--- config.mk ---
export PLATFORM = sky130hd
export DESIGN_NAME = substring_replace_stream
export DESIGN_NICKNAME = d
export VERILOG_FILES = /design/src/rtl/srs_pkg.sv /design/src/rtl/srs_front.sv /design/src/rtl/srs_queue.sv /design/src/rtl/srs_back.sv /design/src/rtl/substring_replace_stream.sv
export SDC_FILE = /design/constraint.sdc
export NUM_CORES = 1
export LEC_CHECK = 0
export BUFFER_PORTS_ARGS = -buffer_cell sky130_fd_sc_hd__buf_4
export CORE_MARGIN = 8
export CORE_UTILIZATION = 40
export CTS_CLUSTER_DIAMETER = 40
export CTS_CLUSTER_SIZE = 28
export DETAILED_ROUTE_END_ITERATION = 8
export GPL_TIMING_DRIVEN = 1
export SLEW_MARGIN = 20
export SYNTH_ARGS = -nofsm -noshare
export SYNTH_HDL_FRONTEND = slang
export SYNTH_HIERARCHICAL = 1
export SYNTH_SLANG_ARGS = --single-unit
--- constraint.sdc ---
create_clock -name i_clk -period 6.8 [get_ports i_clk]
set_clock_uncertainty 0.05 [all_clocks]
set_input_delay 0.68 -clock i_clk [delete_from_list [all_inputs] [get_ports i_clk]]
set_output_delay 0.68 -clock i_clk [all_outputs]
set_load 0.05 [all_outputs]
--- src/rtl/srs_pkg.sv ---
// ----------------------------------------------------------------------------
// srs_pkg: shared types and constants for the find-and-replace stream
// Holds the job record passed from the front end to the output sequencer,
// the register indexes of the configuration port, and the job queue sizes.
// ----------------------------------------------------------------------------
package srs_pkg;

    localparam int MAX_PATTERN     = 8;
    localparam int MAX_REPLACEMENT = 8;
    localparam int CHAR_W          = 8;
    localparam int PACK_W          = MAX_PATTERN * CHAR_W;
    localparam int LEN_W           = 4;
    localparam int FILL_W          = $clog2(MAX_PATTERN);
    localparam int CFG_IDX_W       = 2;
    localparam int CFG_DATA_W      = 64;

    localparam int QUEUE_DEPTH     = 4;
    localparam int QPTR_W          = $clog2(QUEUE_DEPTH);
    localparam int QCNT_W          = $clog2(QUEUE_DEPTH + 1);

    typedef enum logic [CFG_IDX_W-1:0] {
        CFG_PATTERN_BYTES      = 2'd0,
        CFG_PATTERN_LENGTH     = 2'd1,
        CFG_REPLACEMENT_BYTES  = 2'd2,
        CFG_REPLACEMENT_LENGTH = 2'd3
    } t_cfg_index;

    // A job: up to eight bytes to emit, lowest byte first. A job with no
    // bytes is a bare end marker.
    typedef struct packed {
        logic [PACK_W-1:0] bytes;
        logic [LEN_W-1:0]  count;
        logic              last;
    } t_job;

    typedef struct packed {
        logic full;
        logic empty;
    } t_q_stat;

endpackage

--- src/rtl/srs_front.sv ---
// ----------------------------------------------------------------------------
// srs_front: input window and match classification
// Holds the configuration and the match window, accepts input beats and turns
// each one into at most one job for the output sequencer.
// ----------------------------------------------------------------------------
module srs_front (
    input  logic                           i_clk,
    input  logic                           i_rst_n,
    input  logic                           i_cfg_we,
    input  logic [srs_pkg::CFG_IDX_W-1:0]  i_cfg_index,
    input  logic [srs_pkg::CFG_DATA_W-1:0] i_cfg_data,
    input  logic                           i_valid,
    output logic                           o_stall,
    input  logic [srs_pkg::CHAR_W-1:0]     i_in_char,
    input  logic                           i_in_last,
    input  srs_pkg::t_q_stat               i_q_stat,
    output logic                           o_push,
    output srs_pkg::t_job                  o_job
);
    import srs_pkg::*;

    logic [PACK_W-1:0]  r_pattern;
    logic [LEN_W-1:0]   r_plen_raw;
    logic [PACK_W-1:0]  r_repl;
    logic [LEN_W-1:0]   r_rlen_raw;
    logic [PACK_W-1:0]  r_win;
    logic [FILL_W-1:0]  r_fill;

    logic [PACK_W-1:0]  n_win;
    logic [FILL_W-1:0]  n_fill;
    logic [LEN_W-1:0]   w_plen;
    logic [LEN_W-1:0]   w_rlen;
    logic [PACK_W-1:0]  w_win;
    logic [LEN_W-1:0]   w_fill1;
    logic               w_full;
    logic               w_match;
    logic               w_accept;

    assign w_plen = (r_plen_raw > LEN_W'(MAX_PATTERN)) ? LEN_W'(MAX_PATTERN) : r_plen_raw;
    assign w_rlen = (r_rlen_raw > LEN_W'(MAX_REPLACEMENT)) ?
                    LEN_W'(MAX_REPLACEMENT) : r_rlen_raw;

    assign o_stall  = i_q_stat.full;
    assign w_accept = i_valid && !i_q_stat.full;
    assign w_fill1  = {1'b0, r_fill} + LEN_W'(1);
    assign w_full   = (w_fill1 == w_plen);

    always_comb begin
        w_win   = r_win;
        w_match = w_full;
        for (int k = 0; k < MAX_PATTERN; k++) begin
            if (FILL_W'(k) == r_fill) begin
                w_win[k*CHAR_W +: CHAR_W] = i_in_char;
            end
        end
        for (int k = 0; k < MAX_PATTERN; k++) begin
            if ((LEN_W'(k) < w_plen) &&
                (w_win[k*CHAR_W +: CHAR_W] != r_pattern[k*CHAR_W +: CHAR_W])) begin
                w_match = 1'b0;
            end
        end
    end

    always_comb begin
        o_push = 1'b0;
        o_job  = '{bytes: w_win, count: w_fill1, last: i_in_last};
        n_win  = w_win;
        n_fill = r_fill;
        if (w_accept) begin
            if (w_plen == '0) begin
                o_push = 1'b1;
                o_job  = '{bytes: {{(PACK_W-CHAR_W){1'b0}}, i_in_char},
                           count: LEN_W'(1), last: i_in_last};
                n_fill = '0;
            end else if (w_match) begin
                o_push = (w_rlen != '0) || i_in_last;
                o_job  = '{bytes: r_repl, count: w_rlen, last: i_in_last};
                n_fill = '0;
            end else if (w_full && !i_in_last) begin
                o_push = 1'b1;
                o_job  = '{bytes: w_win, count: LEN_W'(1), last: 1'b0};
                n_win  = w_win >> CHAR_W;
                n_fill = FILL_W'(w_plen - LEN_W'(1));
            end else if (i_in_last) begin
                o_push = 1'b1;
                n_fill = '0;
            end else begin
                n_fill = FILL_W'(w_fill1);
            end
        end
        if (i_cfg_we && (i_cfg_index == CFG_PATTERN_LENGTH)) begin
            n_fill = '0;
        end
    end

    always_ff @(posedge i_clk) begin
        r_win <= n_win;
        if (!i_rst_n) begin
            r_pattern  <= '0;
            r_plen_raw <= '0;
            r_repl     <= '0;
            r_rlen_raw <= '0;
            r_fill     <= '0;
        end else begin
            r_fill <= n_fill;
            if (i_cfg_we) begin
                unique case (t_cfg_index'(i_cfg_index))
                    CFG_PATTERN_BYTES: begin
                        r_pattern <= i_cfg_data;
                    end
                    CFG_PATTERN_LENGTH: begin
                        r_plen_raw <= i_cfg_data[LEN_W-1:0];
                    end
                    CFG_REPLACEMENT_BYTES: begin
                        r_repl <= i_cfg_data;
                    end
                    CFG_REPLACEMENT_LENGTH: begin
                        r_rlen_raw <= i_cfg_data[LEN_W-1:0];
                    end
                    default: begin
                    end
                endcase
            end
        end
    end

    a_fill_below_len: assert property (@(posedge i_clk) disable iff (!i_rst_n)
        (w_plen != '0) |-> ({1'b0, r_fill} < w_plen))
        else $error("window fill reached the pattern length");

endmodule

--- src/rtl/srs_queue.sv ---
// ----------------------------------------------------------------------------
// srs_queue: job queue between front end and output sequencer
// A small first-in first-out buffer of job records; the head is visible
// combinationally and leaves on pop.
// ----------------------------------------------------------------------------
module srs_queue (
    input  logic             i_clk,
    input  logic             i_rst_n,
    input  logic             i_push,
    input  srs_pkg::t_job    i_job,
    input  logic             i_pop,
    output srs_pkg::t_job    o_head,
    output srs_pkg::t_q_stat o_stat
);
    import srs_pkg::*;

    t_job              r_mem [QUEUE_DEPTH];
    logic [QPTR_W-1:0] r_wr_ptr;
    logic [QPTR_W-1:0] r_rd_ptr;
    logic [QCNT_W-1:0] r_count;

    assign o_head       = r_mem[r_rd_ptr];
    assign o_stat.full  = (r_count == QCNT_W'(QUEUE_DEPTH));
    assign o_stat.empty = (r_count == '0);

    always_ff @(posedge i_clk) begin
        if (i_push) begin
            r_mem[r_wr_ptr] <= i_job;
        end
    end

    always_ff @(posedge i_clk) begin
        if (!i_rst_n) begin
            r_wr_ptr <= '0;
            r_rd_ptr <= '0;
            r_count  <= '0;
        end else begin
            if (i_push) begin
                r_wr_ptr <= r_wr_ptr + QPTR_W'(1);
            end
            if (i_pop) begin
                r_rd_ptr <= r_rd_ptr + QPTR_W'(1);
            end
            r_count <= r_count + QCNT_W'(i_push) - QCNT_W'(i_pop);
        end
    end

    a_no_overflow: assert property (@(posedge i_clk) disable iff (!i_rst_n)
        !(i_push && o_stat.full))
        else $error("push into a full job queue");

    a_no_underflow: assert property (@(posedge i_clk) disable iff (!i_rst_n)
        !(i_pop && o_stat.empty))
        else $error("pop from an empty job queue");

    a_count_bound: assert property (@(posedge i_clk) disable iff (!i_rst_n)
        r_count <= QCNT_W'(QUEUE_DEPTH))
        else $error("job queue count out of range");

endmodule

--- src/rtl/srs_back.sv ---
// ----------------------------------------------------------------------------
// srs_back: output sequencer
// Walks the job at the queue head one byte per beat into the output
// register, marks the final beat of a text and emits bare end markers.
// ----------------------------------------------------------------------------
module srs_back (
    input  logic                       i_clk,
    input  logic                       i_rst_n,
    input  srs_pkg::t_job              i_head,
    input  srs_pkg::t_q_stat           i_q_stat,
    output logic                       o_pop,
    output logic                       o_valid,
    input  logic                       i_stall,
    output logic [srs_pkg::CHAR_W-1:0] o_out_char,
    output logic                       o_char_present,
    output logic                       o_out_last
);
    import srs_pkg::*;

    logic              r_valid;
    logic [CHAR_W-1:0] r_char;
    logic              r_present;
    logic              r_last;
    logic [FILL_W-1:0] r_pos;

    logic              w_load;
    logic              w_end;
    logic [CHAR_W-1:0] w_char;

    assign o_valid        = r_valid;
    assign o_out_char     = r_char;
    assign o_char_present = r_present;
    assign o_out_last     = r_last;

    assign w_load = !r_valid || !i_stall;
    assign w_end  = (i_head.count == '0) || ({1'b0, r_pos} == i_head.count - LEN_W'(1));
    assign w_char = i_head.bytes[{r_pos, 3'b000} +: CHAR_W];
    assign o_pop  = w_load && !i_q_stat.empty && w_end;

    always_ff @(posedge i_clk) begin
        if (w_load && !i_q_stat.empty) begin
            r_char    <= (i_head.count == '0) ? '0 : w_char;
            r_present <= (i_head.count != '0);
            r_last    <= i_head.last && w_end;
        end
    end

    always_ff @(posedge i_clk) begin
        if (!i_rst_n) begin
            r_valid <= 1'b0;
            r_pos   <= '0;
        end else if (w_load) begin
            r_valid <= !i_q_stat.empty;
            if (!i_q_stat.empty) begin
                r_pos <= w_end ? '0 : r_pos + FILL_W'(1);
            end
        end
    end

    a_marker_is_last: assert property (@(posedge i_clk) disable iff (!i_rst_n)
        (r_valid && !r_present) |-> r_last)
        else $error("bare end marker without the last flag");

    a_pos_idle: assert property (@(posedge i_clk) disable iff (!i_rst_n)
        i_q_stat.empty |-> (r_pos == '0))
        else $error("byte position left over with no job pending");

endmodule

--- src/rtl/substring_replace_stream.sv ---
// ----------------------------------------------------------------------------
// substring_replace_stream: streaming find-and-replace
// Replaces every leftmost, non-overlapping occurrence of a pattern in a byte
// stream with a replacement string.
// ----------------------------------------------------------------------------
// Usage:
// Text enters one byte per beat on i_valid / o_stall with i_in_last on the
// final byte. Results leave on o_valid / i_stall, one byte per beat, with
// o_char_present low for a bare end marker and o_out_last on the final beat
// of a text. Configuration is written through i_cfg_we / i_cfg_index /
// i_cfg_data while the block is idle; writing the pattern length empties the
// match window.
// Accepted beats pass as jobs through the queue to the output register.
// The front end takes one byte per cycle while o_stall is low and the output
// sequencer emits one byte per cycle while i_stall is low, so plain text
// flows at one byte per cycle. A match or a flush at end of text emits up to
// eight bytes from one input beat; the four-entry job queue absorbs this, and
// o_stall rises only when it is full. When the receiver stalls, the output
// beat holds and the queue fills. Synchronous reset clears the configuration
// registers and the window fill to zero, empties the queue and drops o_valid.
// ----------------------------------------------------------------------------
module substring_replace_stream (
    input  logic                           i_clk,
    input  logic                           i_rst_n,
    input  logic                           i_cfg_we,
    input  logic [srs_pkg::CFG_IDX_W-1:0]  i_cfg_index,
    input  logic [srs_pkg::CFG_DATA_W-1:0] i_cfg_data,
    input  logic                           i_valid,
    output logic                           o_stall,
    input  logic [srs_pkg::CHAR_W-1:0]     i_in_char,
    input  logic                           i_in_last,
    output logic                           o_valid,
    input  logic                           i_stall,
    output logic [srs_pkg::CHAR_W-1:0]     o_out_char,
    output logic                           o_char_present,
    output logic                           o_out_last
);
    import srs_pkg::*;

    logic    w_push;
    logic    w_pop;
    t_job    w_job;
    t_job    w_head;
    t_q_stat w_q_stat;

    srs_front u_front (
        .i_clk       (i_clk),
        .i_rst_n     (i_rst_n),
        .i_cfg_we    (i_cfg_we),
        .i_cfg_index (i_cfg_index),
        .i_cfg_data  (i_cfg_data),
        .i_valid     (i_valid),
        .o_stall     (o_stall),
        .i_in_char   (i_in_char),
        .i_in_last   (i_in_last),
        .i_q_stat    (w_q_stat),
        .o_push      (w_push),
        .o_job       (w_job)
    );

    srs_queue u_queue (
        .i_clk   (i_clk),
        .i_rst_n (i_rst_n),
        .i_push  (w_push),
        .i_job   (w_job),
        .i_pop   (w_pop),
        .o_head  (w_head),
        .o_stat  (w_q_stat)
    );

    srs_back u_back (
        .i_clk          (i_clk),
        .i_rst_n        (i_rst_n),
        .i_head         (w_head),
        .i_q_stat       (w_q_stat),
        .o_pop          (w_pop),
        .o_valid        (o_valid),
        .i_stall        (i_stall),
        .o_out_char     (o_out_char),
        .o_char_present (o_char_present),
        .o_out_last     (o_out_last)
    );

endmodule
==> flow_summary_export.csv, run 1 <==
group,metric,value,unit
critical_path,cp_common_cell,"ha_1",
power_and_ir_drop,switching_share,29.00,%
clock_network,clkLatencyLatePin,0.61,ns
yosys,synth_edf_count,286,
sta,period_needed,5.346,ns
global_route,grt_util_all_layers,18.77,%
power_and_ir_drop,clockPowerShare,40.7,%
sta,rsz0062_at_grt,"false",
hold_path,holdCritStartpoint,"i_cfg_data[47]",
yosys,synth-main-ff-cell,"edfxtp_1",
critical_path,critPathTopFamily,"compound AO/OA/AOI/OAI gates",
floorplan,dieArea,62510,sq um
yosys,synth_seq_area_share,58.94,%
critical_path,cp_slowest_stage_delay,0.68,ns
global_route,antenna_found_initial,1,
floorplan,start_util,40.55,%
floorplan,core,54030,sq um
yosys,syn_inst,1666,
global_route,grt_pass1_vias,13872,
critical_path,cp-start-kind,"register",
power_and_ir_drop,power.internal,0.006955,W
power_and_ir_drop,power.net_switching,0.002840,W
sta,holdWs,0.2847,ns
critical_path,r2r_start,"u_front/r_fill[0]",
yosys,synth_cell_types,81,
clock_network,cts_root_buf,"clkbuf_16",
finish,mostFrequentLayoutCell,"nand2_1",
sta,tightestPinTransition,1.100,ns
finish,final_cell_mix,"nand2_1, edfxtp_1, dfxtp_1",
critical_path,arrival,5.82,ns
finish,fin_util,47.58,%
finish,syn2layout_area_growth,17.33,%
routing,wl_per_cell,23.94,um
finish,seq_area,12920,sq um
routing,vias_per_cell,5.617,
yosys,ys_ff_latch,502,
sta,setup_tns,0,ns
finish,multi_input_area,8153,sq um
clock_network,clock_path_buffers,3,
finish,fillers,4746,
place,place_area,23030,sq um
yosys,mappedNetlistNets,1762,
routing,firstDrtPassIters,6,
run,drv_cap,0,
power_and_ir_drop,comb_power_share,19.7,%
critical_path,path_class,"reg -> reg",
critical_path,r2r_slack,1.45,ns
yosys,synth.avg_cell_area,13.15,sq um
hold_path,worstHoldEndpoint,"u_front/r_pattern[47]",
floorplan,io_pins,92,
yosys,syn_area,21910,sq um
hold_path,hold_depth,3,
power_and_ir_drop,leakagePower,9.315,nW
sta,slew_headroom,26.64,%
global_route,grt_pass1_wl,89600,um
floorplan,die_w,250.0,um
place,dp_hpwl,39840,um
routing,wl,60050,um
sta,setup_violations,0,
place,portBuffers,91,
critical_path,cp.buffers_inverters,1,
routing,drc,0,
sta,hold_viol,0,
critical_path,crit_required,7.27,ns
clock_network,cts.repair.resized,0,
clock_network,cts_sinks,502,
power_and_ir_drop,power_density,381.1,nW/um^2
critical_path,critical_path.endpoint_type,"register",
power_and_ir_drop,ir_drop,218.9,uV
yosys,ys_warn_count,6,
clock_network,clkSlewWorstSetupHoldPaths,0.06,ns
clock_network,numCtsBuffers,78,
global_route,grt.overflow.total,0,
routing,drtIter0Drc,1283,
hold_path,hold_class,"in -> reg",
critical_path,worstPathCellList,"inv_1, ha_1, nand2_4, mux2i_1, o22ai_1, nor4_1, a41oi_1, a2111oi_4, and3b_1, a21oi_1, o31a_1, ha_1, fa_1, xor3_1, nor2_1",
clock_network,cts_setup_buffers,0,
floorplan,fp-row-count,85,
routing,vias,14088,
clock_network,cts_tree,"yes",
run_status,status,"completed",
place,globalplace.congestion,0.9194,
global_route,grt_max_degree,92,
finish,finalNonFillerCells,2508,
power_and_ir_drop,seq_power_share,39.6,%
finish,final_area,25700,sq um
place,post-place-cells,2362,
critical_path,r2r_end,"u_queue/r_count[2]",
floorplan,dieHeight,250.0,um
yosys,ys_async_sr_fraction,0,%
critical_path,cp_max_fo,10,
routing,ant_nets,0,
finish,fin_nets,1842,
sta,finalCritPeriodShare,78.62,%
critical_path,cp_slowest_cell,"mux2i_1",
clock_network,cts_hold_buf,0,
critical_path,rr_worst_depth,15,
finish,layout-drive-gt1-share,21.09,%
sta,slew_violations,0,
sta,max_freq,187.0,MHz
clock_network,cts.htree.levels,3,
==> per-layer routing <==
| layer | vias to the layer above | wire length, um | track usage, % | part of all wire (%) |
|---|---|---|---|---|
| met4 | 0 | 1253 | 5.670 | 2.1 |
| met1 | 7162 | 27320 | 26.74 | 45 |
| met5 | - | 0 | 0 | 0 |
| met2 | 515 | 27380 | 29.02 | 46 |
| met3 | 74 | 4091 | 3.326 | 6.8 |
| li1 | 6337 | - | - | - |
==> stage by stage <==
stage / power [W] / setup slack [ns]
6_report: 0.009795 / 1.454
5_1_grt: 0.01016 / 1.234
4_1_cts: 0.009877 / 1.579
3_5_place_dp: 0.005880 / 1.613
3_3_place_gp: 0.005838 / 1.777
2_1_floorplan: 0.005221 / 2.059
==> state kept, by name, summed over array words and instances (netlist names), 2 cells and up, named ones only <==
name / flops
u_front/r_plen_raw: 4
u_front/r_win: 64
u_front/r_fill: 3
u_queue/r_count: 3
u_queue/r_rd_ptr: 2
u_queue/r_mem: 276
u_front/r_pattern: 64
u_front/r_repl: 64
u_back/r_pos: 3
u_front/r_rlen_raw: 4
u_back/o_out_char: 8
u_queue/r_wr_ptr: 2
==> worst max path at each step <==
stage	start	end	slack (ns)	cells after the start
6_report	u_front/r_fill[0]	u_queue/r_count[2]	1.45	15
5_1_grt	u_front/r_fill[0]	u_queue/r_count[2]	1.23	15
4_1_cts	u_front/r_fill[0]	u_queue/r_count[2]	1.58	15
3_5_place_dp	u_front/r_fill[0]	u_queue/r_count[2]	1.61	15
3_3_place_gp	u_front/r_fill[0]	u_queue/r_count[2]	1.78	15
2_1_floorplan	u_front/r_fill[0]	u_queue/r_mem[0][0]	2.06	14
==> worst register-to-register path: cells and delay by family, from the launching register on <==
kind                     cells  cell delay [ns]
flip-flops                   1             0.43
AO/OA/AOI/OAI                5             1.52
adder cells (fa/ha/maj)      3             0.99
buffers and inverters        1             0.13
AND/OR/NAND/NOR              4             1.11
XOR/XNOR                     1             0.37
multiplexers                 1             0.68
==> synth_stat cells, drive strengths merged (6+ instances only) <==
cell type | number | area [sq um]
a221oi | 10 | 87.58
mux2i | 125 | 1270
xor2 | 22 | 192.7
buf | 51 | 425.4
o2bb2ai | 55 | 569.3
nor2 | 34 | 127.6
and2 | 9 | 57.56
nor2b | 12 | 77.58
edfxtp | 286 | 8588
nor4 | 9 | 75.08
mux4 | 85 | 1914
a21boi | 134 | 1006
nand2b | 6 | 37.54
ha | 15 | 187.7
nor3 | 10 | 77.57
xnor2 | 27 | 236.5
dfxtp | 216 | 4324
nand2 | 297 | 1125
inv | 61 | 229.0
a21oi | 28 | 140.1
clkbuf | 57 | 224.0
o22ai | 33 | 206.5
==> cell families after synthesis <==
family,share of synthesized area [%]
AOI/OAI and AO/OA,11.19
xor gates and xnor gates,2.067
adders and majority gates,0.9481
buffers and inverters,4.066
DFF,58.94
muxes,14.59
and+or+nand+nor,8.201
==> power groups by stage <==
stage               registers, W  logic [W]  clock network (W)
global placement         0.00393    0.00191                  0
detailed placement       0.00394    0.00194                  0
floorplan                0.00397    0.00125                  0
CTS                      0.00388    0.00195            0.00405
finish                   0.00388    0.00193            0.00398
global route             0.00392    0.00206            0.00419
==> final cells by class <==
cell class / count / share of cell area [%]
Clock inverter: 49 / 1.894
Tap cell: 696 / 3.388
Clock buffer: 96 / 8.465
Inverter: 61 / 0.8908
Multi-Input combinational cell: 994 / 31.72
Antenna cell: 1 / 0.009736
Sequential cell: 502 / 50.26
Timing Repair Buffer: 109 / 3.378
Power figures use the tool's default switching activity.
==> inputs of run 2 (changes only) <==
- ABC_AREA: unset -> 1
- clock period: 6.8 -> 4.8 ns (I/O delays scaled with it)
==> flow_summary_export.csv, run 2 <==
group,metric,value,unit
critical_path,cp_max_fo,74,
yosys,synth.largest_area_cell,"edfxtp_1",
routing,wl_per_cell,19.25,um
floorplan,fp-row-count,89,
routing,vias_per_cell,5.226,
floorplan,die_w,260.7,um
hold_path,hold_depth,3,
hold_path,worstHoldEndpoint,"u_front/r_repl[14]",
sta,setup_violations,0,
finish,fin_nets,3054,
floorplan,dieHeight,260.7,um
yosys,ys_warn_count,6,
clock_network,clock_path_buffers,3,
global_route,grt_util_all_layers,21.22,%
sta,max_freq,247.8,MHz
clock_network,numCtsBuffers,79,
critical_path,r2r_slack,0.77,ns
finish,regMostFlops,"u_queue/r_mem",
sta,setup_tns,0,ns
finish,final_cell_mix,"nand2_1, inv_1, edfxtp_1",
power_and_ir_drop,ir_drop,244.8,uV
finish,largest_register_ffs,276,
routing,wl,73040,um
yosys,syn_area,23950,sq um
place,dp_hpwl,49560,um
critical_path,cp_slowest_cell,"buf_4",
yosys,synth_top_cell_area_share,35.85,%
yosys,netlist_top_cells_count,"nand2_1, inv_1, edfxtp_1",
critical_path,cp_slowest_stage_delay,0.62,ns
critical_path,critical_path.endpoint_type,"register",
yosys,synth_cell_types,35,
critical_path,cp.buffers_inverters,4,
critical_path,path_class,"reg -> reg",
critical_path,crit_required,5.26,ns
routing,drtIter0Drc,1641,
finish,mostFrequentLayoutCell,"nand2_1",
yosys,synth_edf_count,286,
run,drv_cap,0,
sta,period_needed,4.035,ns
routing,vias,19827,
floorplan,dieArea,67970,sq um
yosys,synth-main-ff-cell,"edfxtp_1",
clock_network,cts_hold_buf,0,
routing,firstDrtPassIters,8,
critical_path,arrival,4.50,ns
run_status,status,"completed",
clock_network,cts.repair.resized,0,
global_route,antenna_found_initial,3,
sta,finalWorstSetupSlack,0.7652,ns
yosys,syn_inst,2907,
routing,drc,0,
critical_path,worstPathCellList,"inv_1, ha_1, nand2_1, inv_1, nand2_1, nand2_1, nand2_1, nand2_1, nand2_1, nor2_1, nand2_1, nand2_1, nand2_1, nor2_4, nand2_2, buf_4, nand3_4, buf_4, nand2_1, o21ai_1",
global_route,grt.overflow.total,0,
place,portBuffers,91,
finish,fillers,5657,
place,pre_cts_ws,0.7567,ns
sta,tightestPinTransition,1.066,ns
finish,layout-drive-gt1-share,10.30,%
global_route,grt_pass1_wl,111100,um
sta,slew_violations,0,
routing,ant_nets,0,
yosys,ys_async_sr_fraction,0,%
clock_network,cts_root_buf,"clkbuf_16",
floorplan,core,59130,sq um
power_and_ir_drop,power_density,551.8,nW/um^2
yosys,ys_ff_latch,502,
critical_path,cp_common_cell,"nand2_1",
sta,rsz0062_at_grt,"false",
global_route,grtUsageMet3,3.535,%
place,globalplace.congestion,0.8990,
hold_path,holdCritStartpoint,"i_cfg_data[14]",
power_and_ir_drop,leakagePower,11.94,nW
critical_path,critPathTopFamily,"simple AND/OR/NAND/NOR gates",
global_route,grt_use_met2,34.14,%
sta,hold_viol,0,
yosys,synth.avg_cell_area,8.240,sq um
clock_network,cts.htree.levels,3,
critical_path,r2r_start,"u_front/r_fill[0]",
finish,syn2layout_area_growth,16.08,%
floorplan,io_pins,92,
clock_network,cts_tree,"yes",
sta,finalCritPeriodShare,84.06,%
critical_path,rr_worst_depth,20,
yosys,synth_seq_area_share,53.91,%
sta,slew_headroom,28.90,%
yosys,synth_top_cells_by_area,"edfxtp_1, dfxtp_1, nand2_1",
critical_path,cp-start-kind,"register",
floorplan,start_util,40.51,%
yosys,yosysMostFrequentCell,"nand2_1",
global_route,grt_pass1_vias,18772,
global_route,busiest_layer,"met2",
global_route,use_met1,28.86,%
clock_network,cts_setup_buffers,0,
clock_network,cts_sinks,502,
clock_network,clkLatencyLatePin,0.61,ns
hold_path,hold_class,"in -> reg",
yosys,mappedNetlistNets,3003,
clock_network,clkSlewWorstSetupHoldPaths,0.06,ns
critical_path,r2r_end,"u_front/r_win[35]",
global_route,grt_max_degree,109,
[run 2: changes by cell type after synthesis, sizes merged, moves of 132 or more]
cell,before,now
nor2,34,250
inv,61,356
a21boi,134,2
o21ai,5,365
nand3,5,166
nand2,297,762
[run 2: cell type report]
cell class / count / area [sq um] / share of cell area [%]
clock buffers: 92 / 2107 / 7.578
inverters: 358 / 1353 / 4.865
flip-flops and latches: 502 / 12920 / 46.47
repair buffers: 141 / 1146 / 4.122
diodes: 1 / 2.502 / 0.009000
well taps: 773 / 967.2 / 3.479
multi-input cells: 1876 / 8733 / 31.41
clock inverters: 51 / 575.6 / 2.070
[run 2: logic make-up after synthesis]
logic type / count (synthesis) / share of synthesized area [%]
adder cells (fa/ha/maj): 16 / 0.8671
flip-flops: 502 / 53.91
XOR/XNOR: 4 / 0.1463
AO/OA/AOI/OAI: 596 / 13.34
buffers and inverters: 529 / 9.726
AND/OR/NAND/NOR: 1260 / 22.01
[run 2: how the worst max path moves through the flow]
| stage | startpoint | slack (ns) | endpoint | cells past startpoint |
|---|---|---|---|---|
| floorplan | u_front/r_fill[2] | 0.42 | u_queue/r_mem[0][0] | 23 |
| global placement | u_front/r_fill[0] | 0.79 | u_front/r_win[35] | 20 |
| detailed placement | u_front/r_fill[0] | 0.76 | u_front/r_win[35] | 20 |
| CTS | u_front/r_fill[0] | 0.76 | u_front/r_win[35] | 20 |
| global route | u_front/r_fill[0] | 0.37 | u_front/r_win[35] | 18 |
| finish | u_front/r_fill[0] | 0.77 | u_front/r_win[35] | 20 |
[run 2: where the power goes]
group / switching (W) / leakage [nW] / internal (W)
Clock: 0.00218 / 1.31 / 0.00354
Combinational: 0.00284 / 6.22 / 0.00110
Sequential: 0.000227 / 4.42 / 0.00545
[run 2: routing by layer]
metal / vias to the layer above / wire [um]
li1: 9665 / -
met1: 9404 / 33110
met2: 659 / 33440
met3: 99 / 4662
met4: 0 / 1820
met5: - / 0
[run 2: worst min-delay path, cell delays in order]
cell	delay [ns]
buf_4	0.08
nor2_1	0.03
nor2_1	0.08
[run 2: metrics by stage]
step                utilization (%)  power (W)  std cells  hold slack (ns)  area (sq um)
floorplan                         -   0.008346       2907           0.3800         23950
global placement              42.48   0.009597       3650           0.3881         25120
detailed placement            42.48   0.009672       3650           0.3963         25120
CTS                           47.02    0.01544       3793          0.01782         27800
global route                  47.02    0.01611       3793          0.03312         27800
finish                        47.02    0.01534       3794          0.05021         27800
==> inputs of run 3 (changes only) <==
- ABC_AREA: 1 -> 0
- clock period: 4.8 -> 3.3 ns (I/O delays scaled with it)
==> flow_summary_export.csv, run 3 (synthesized netlist as in run 1, its figures left out) <==
group,metric,value,unit
floorplan,dieArea,62510,sq um
power_and_ir_drop,power.internal,0.01467,W
routing,drc,0,
routing,highest_layer,"met4",
global_route,grt_max_degree,65,
sta,slew_violations,0,
power_and_ir_drop,comb_power_share,23.9,%
sta,setup_tns,-176.37,ns
clock_network,cts_tree,"yes",
finish,final_cell_mix,"nand2_1, edfxtp_1, buf_4",
sta,slew_headroom,41.52,%
critical_path,cp_max_fo,6,
power_and_ir_drop,switching_share,29.03,%
finish,regMostFlops,"u_queue/r_mem",
routing,ant_nets,0,
routing,vias_per_cell,5.381,
sta,tightestPinTransition,0.8752,ns
floorplan,dieHeight,250.0,um
finish,mostFrequentLayoutCell,"nand2_1",
critical_path,arrival,4.25,ns
finish,layout-drive-gt1-share,31.30,%
sta,max_freq,264.0,MHz
finish,largest_register_ffs,276,
routing,wl,63200,um
sta,period_needed,3.788,ns
routing,drtIter0Drc,1101,
clock_network,cts_root_buf,"clkbuf_16",
global_route,grt_pass1_vias,15527,
power_and_ir_drop,leakagePower,10.80,nW
floorplan,fp-row-count,85,
place,portBuffers,91,
finish,final_area,28870,sq um
finish,syn2layout_area_growth,31.80,%
run_status,status,"finished with violations",
power_and_ir_drop,seq_power_share,38.4,%
place,place_area,24850,sq um
finish,antennaDiodeCount,0,
routing,wl_per_cell,22.87,um
critical_path,r2r_slack,-0.49,ns
sta,finalWorstSetupSlack,-0.4879,ns
routing,firstDrtPassIters,7,
sta,finalCritPeriodShare,114.8,%
place,pre_cts_ws,-0.6598,ns
clock_network,cts_sinks,502,
routing,met2WireLength,30160,um
critical_path,critical_path.endpoint_type,"register",
global_route,grt_util_all_layers,20.10,%
global_route,grt.overflow.total,0,
sta,rsz0062_at_grt,"true",
power_and_ir_drop,power_density,716.1,nW/um^2
critical_path,path_class,"reg -> reg",
clock_network,clock_path_buffers,3,
clock_network,numCtsBuffers,73,
finish,fin_nets,2105,
global_route,antenna_found_initial,0,
hold_path,hold_class,"in -> reg",
routing,dr_wl_met3,3652,um
power_and_ir_drop,ir_drop,585.5,uV
routing,vias,14867,
floorplan,core,54030,sq um
sta,hold_viol,0,
clock_network,cts.htree.levels,3,
floorplan,io_pins,92,
power_and_ir_drop,power.net_switching,0.006002,W
critical_path,cp-start-kind,"register",
place,globalplace.congestion,0.8693,
clock_network,clkLatencyLatePin,0.60,ns
power_and_ir_drop,total_power,0.02068,W
sta,setup_violations,609,
global_route,grt_pass1_wl,96240,um
power_and_ir_drop,clockPowerShare,37.8,%
routing,met1_length,27750,um
clock_network,clkSlewWorstSetupHoldPaths,0.06,ns
floorplan,start_util,40.55,%
critical_path,crit_required,3.77,ns
run,drv_cap,0,
floorplan,die_w,250.0,um
place,dp_hpwl,42120,um
run_status,violations,"negative setup slack",
[run 3: path summary, 6_finish.rpt]
check,startpoint,depth (start not counted),to
min reg2reg,u_front/r_repl[26],2,u_front/r_repl[26]
max,u_front/r_fill[1],17,u_queue/r_count[2]
min,i_rst_n,2,u_back/o_valid
max reg2reg,u_front/r_fill[1],17,u_queue/r_count[2]
[run 3: stage by stage]
stage	hold WS [ns]	util, %	cells
after global routing	0.1946	53.44	2763
after floorplan	0.3932	-	1666
after CTS	0.1575	53.14	2763
after global placement	0.4030	45.99	2543
after detailed placement	0.4077	45.99	2543
final	0.1691	53.44	2763
[run 3: what timing repair did]
| action | 4_1_cts | 5_1_grt |
|---|---|---|
| endpoints found under the hold margin | 135 | 0 |
| pin swaps | 10 | 2 |
| setup buffers | 10 | 0 |
| endpoints found under the setup margin | 609 | 612 |
| hold buffers | 66 | 0 |
| cloned | 12 | 0 |
| gates resized for setup | 46 | 27 |
[run 3: worst max-delay path, stage by stage, from the launching register on]
cell	delay [ns]
dfxtp_4	0.38
inv_4	0.05
ha_4	0.16
nand2b_4	0.08
buf_12	0.13
buf_4	0.13
mux2i_2	0.26
xor2_1	0.22
o211a_1	0.27
nand2_2	0.10
a2111oi_4	0.39
and3b_2	0.27
a21oi_2	0.06
o31a_1	0.30
ha_2	0.20
fa_2	0.35
xor3_1	0.19
nor2_1	0.13
[run 3: area by class of cell]
type                            count  area [sq um]
Clock inverter                     45         470.5
Clock buffer                       88          2008
Fill cell                        4475         25150
Multi-Input combinational cell    994          8765
Inverter                           61         231.5
Sequential cell                   502         12930
Tap cell                          696         870.8
Timing Repair Buffer              377          3600
[run 3: power by group through the flow]
stage | clock network [W] | registers (W) | logic (W)
finish | 0.00781 | 0.00793 | 0.00494
global route | 0.00822 | 0.00799 | 0.00528
CTS | 0.00794 | 0.00792 | 0.00492
detailed placement | 0 | 0.00804 | 0.00459
global placement | 0 | 0.00802 | 0.00451
floorplan | 0 | 0.00817 | 0.00264
[run 3: layer usage]
layer / global-route usage [%] / up-vias
met4: 6.518 / 0
met2: 33.26 / 450
met1: 26.45 / 7465
met3: 3.814 / 95
li1: - / 6857
met5: 0 / -
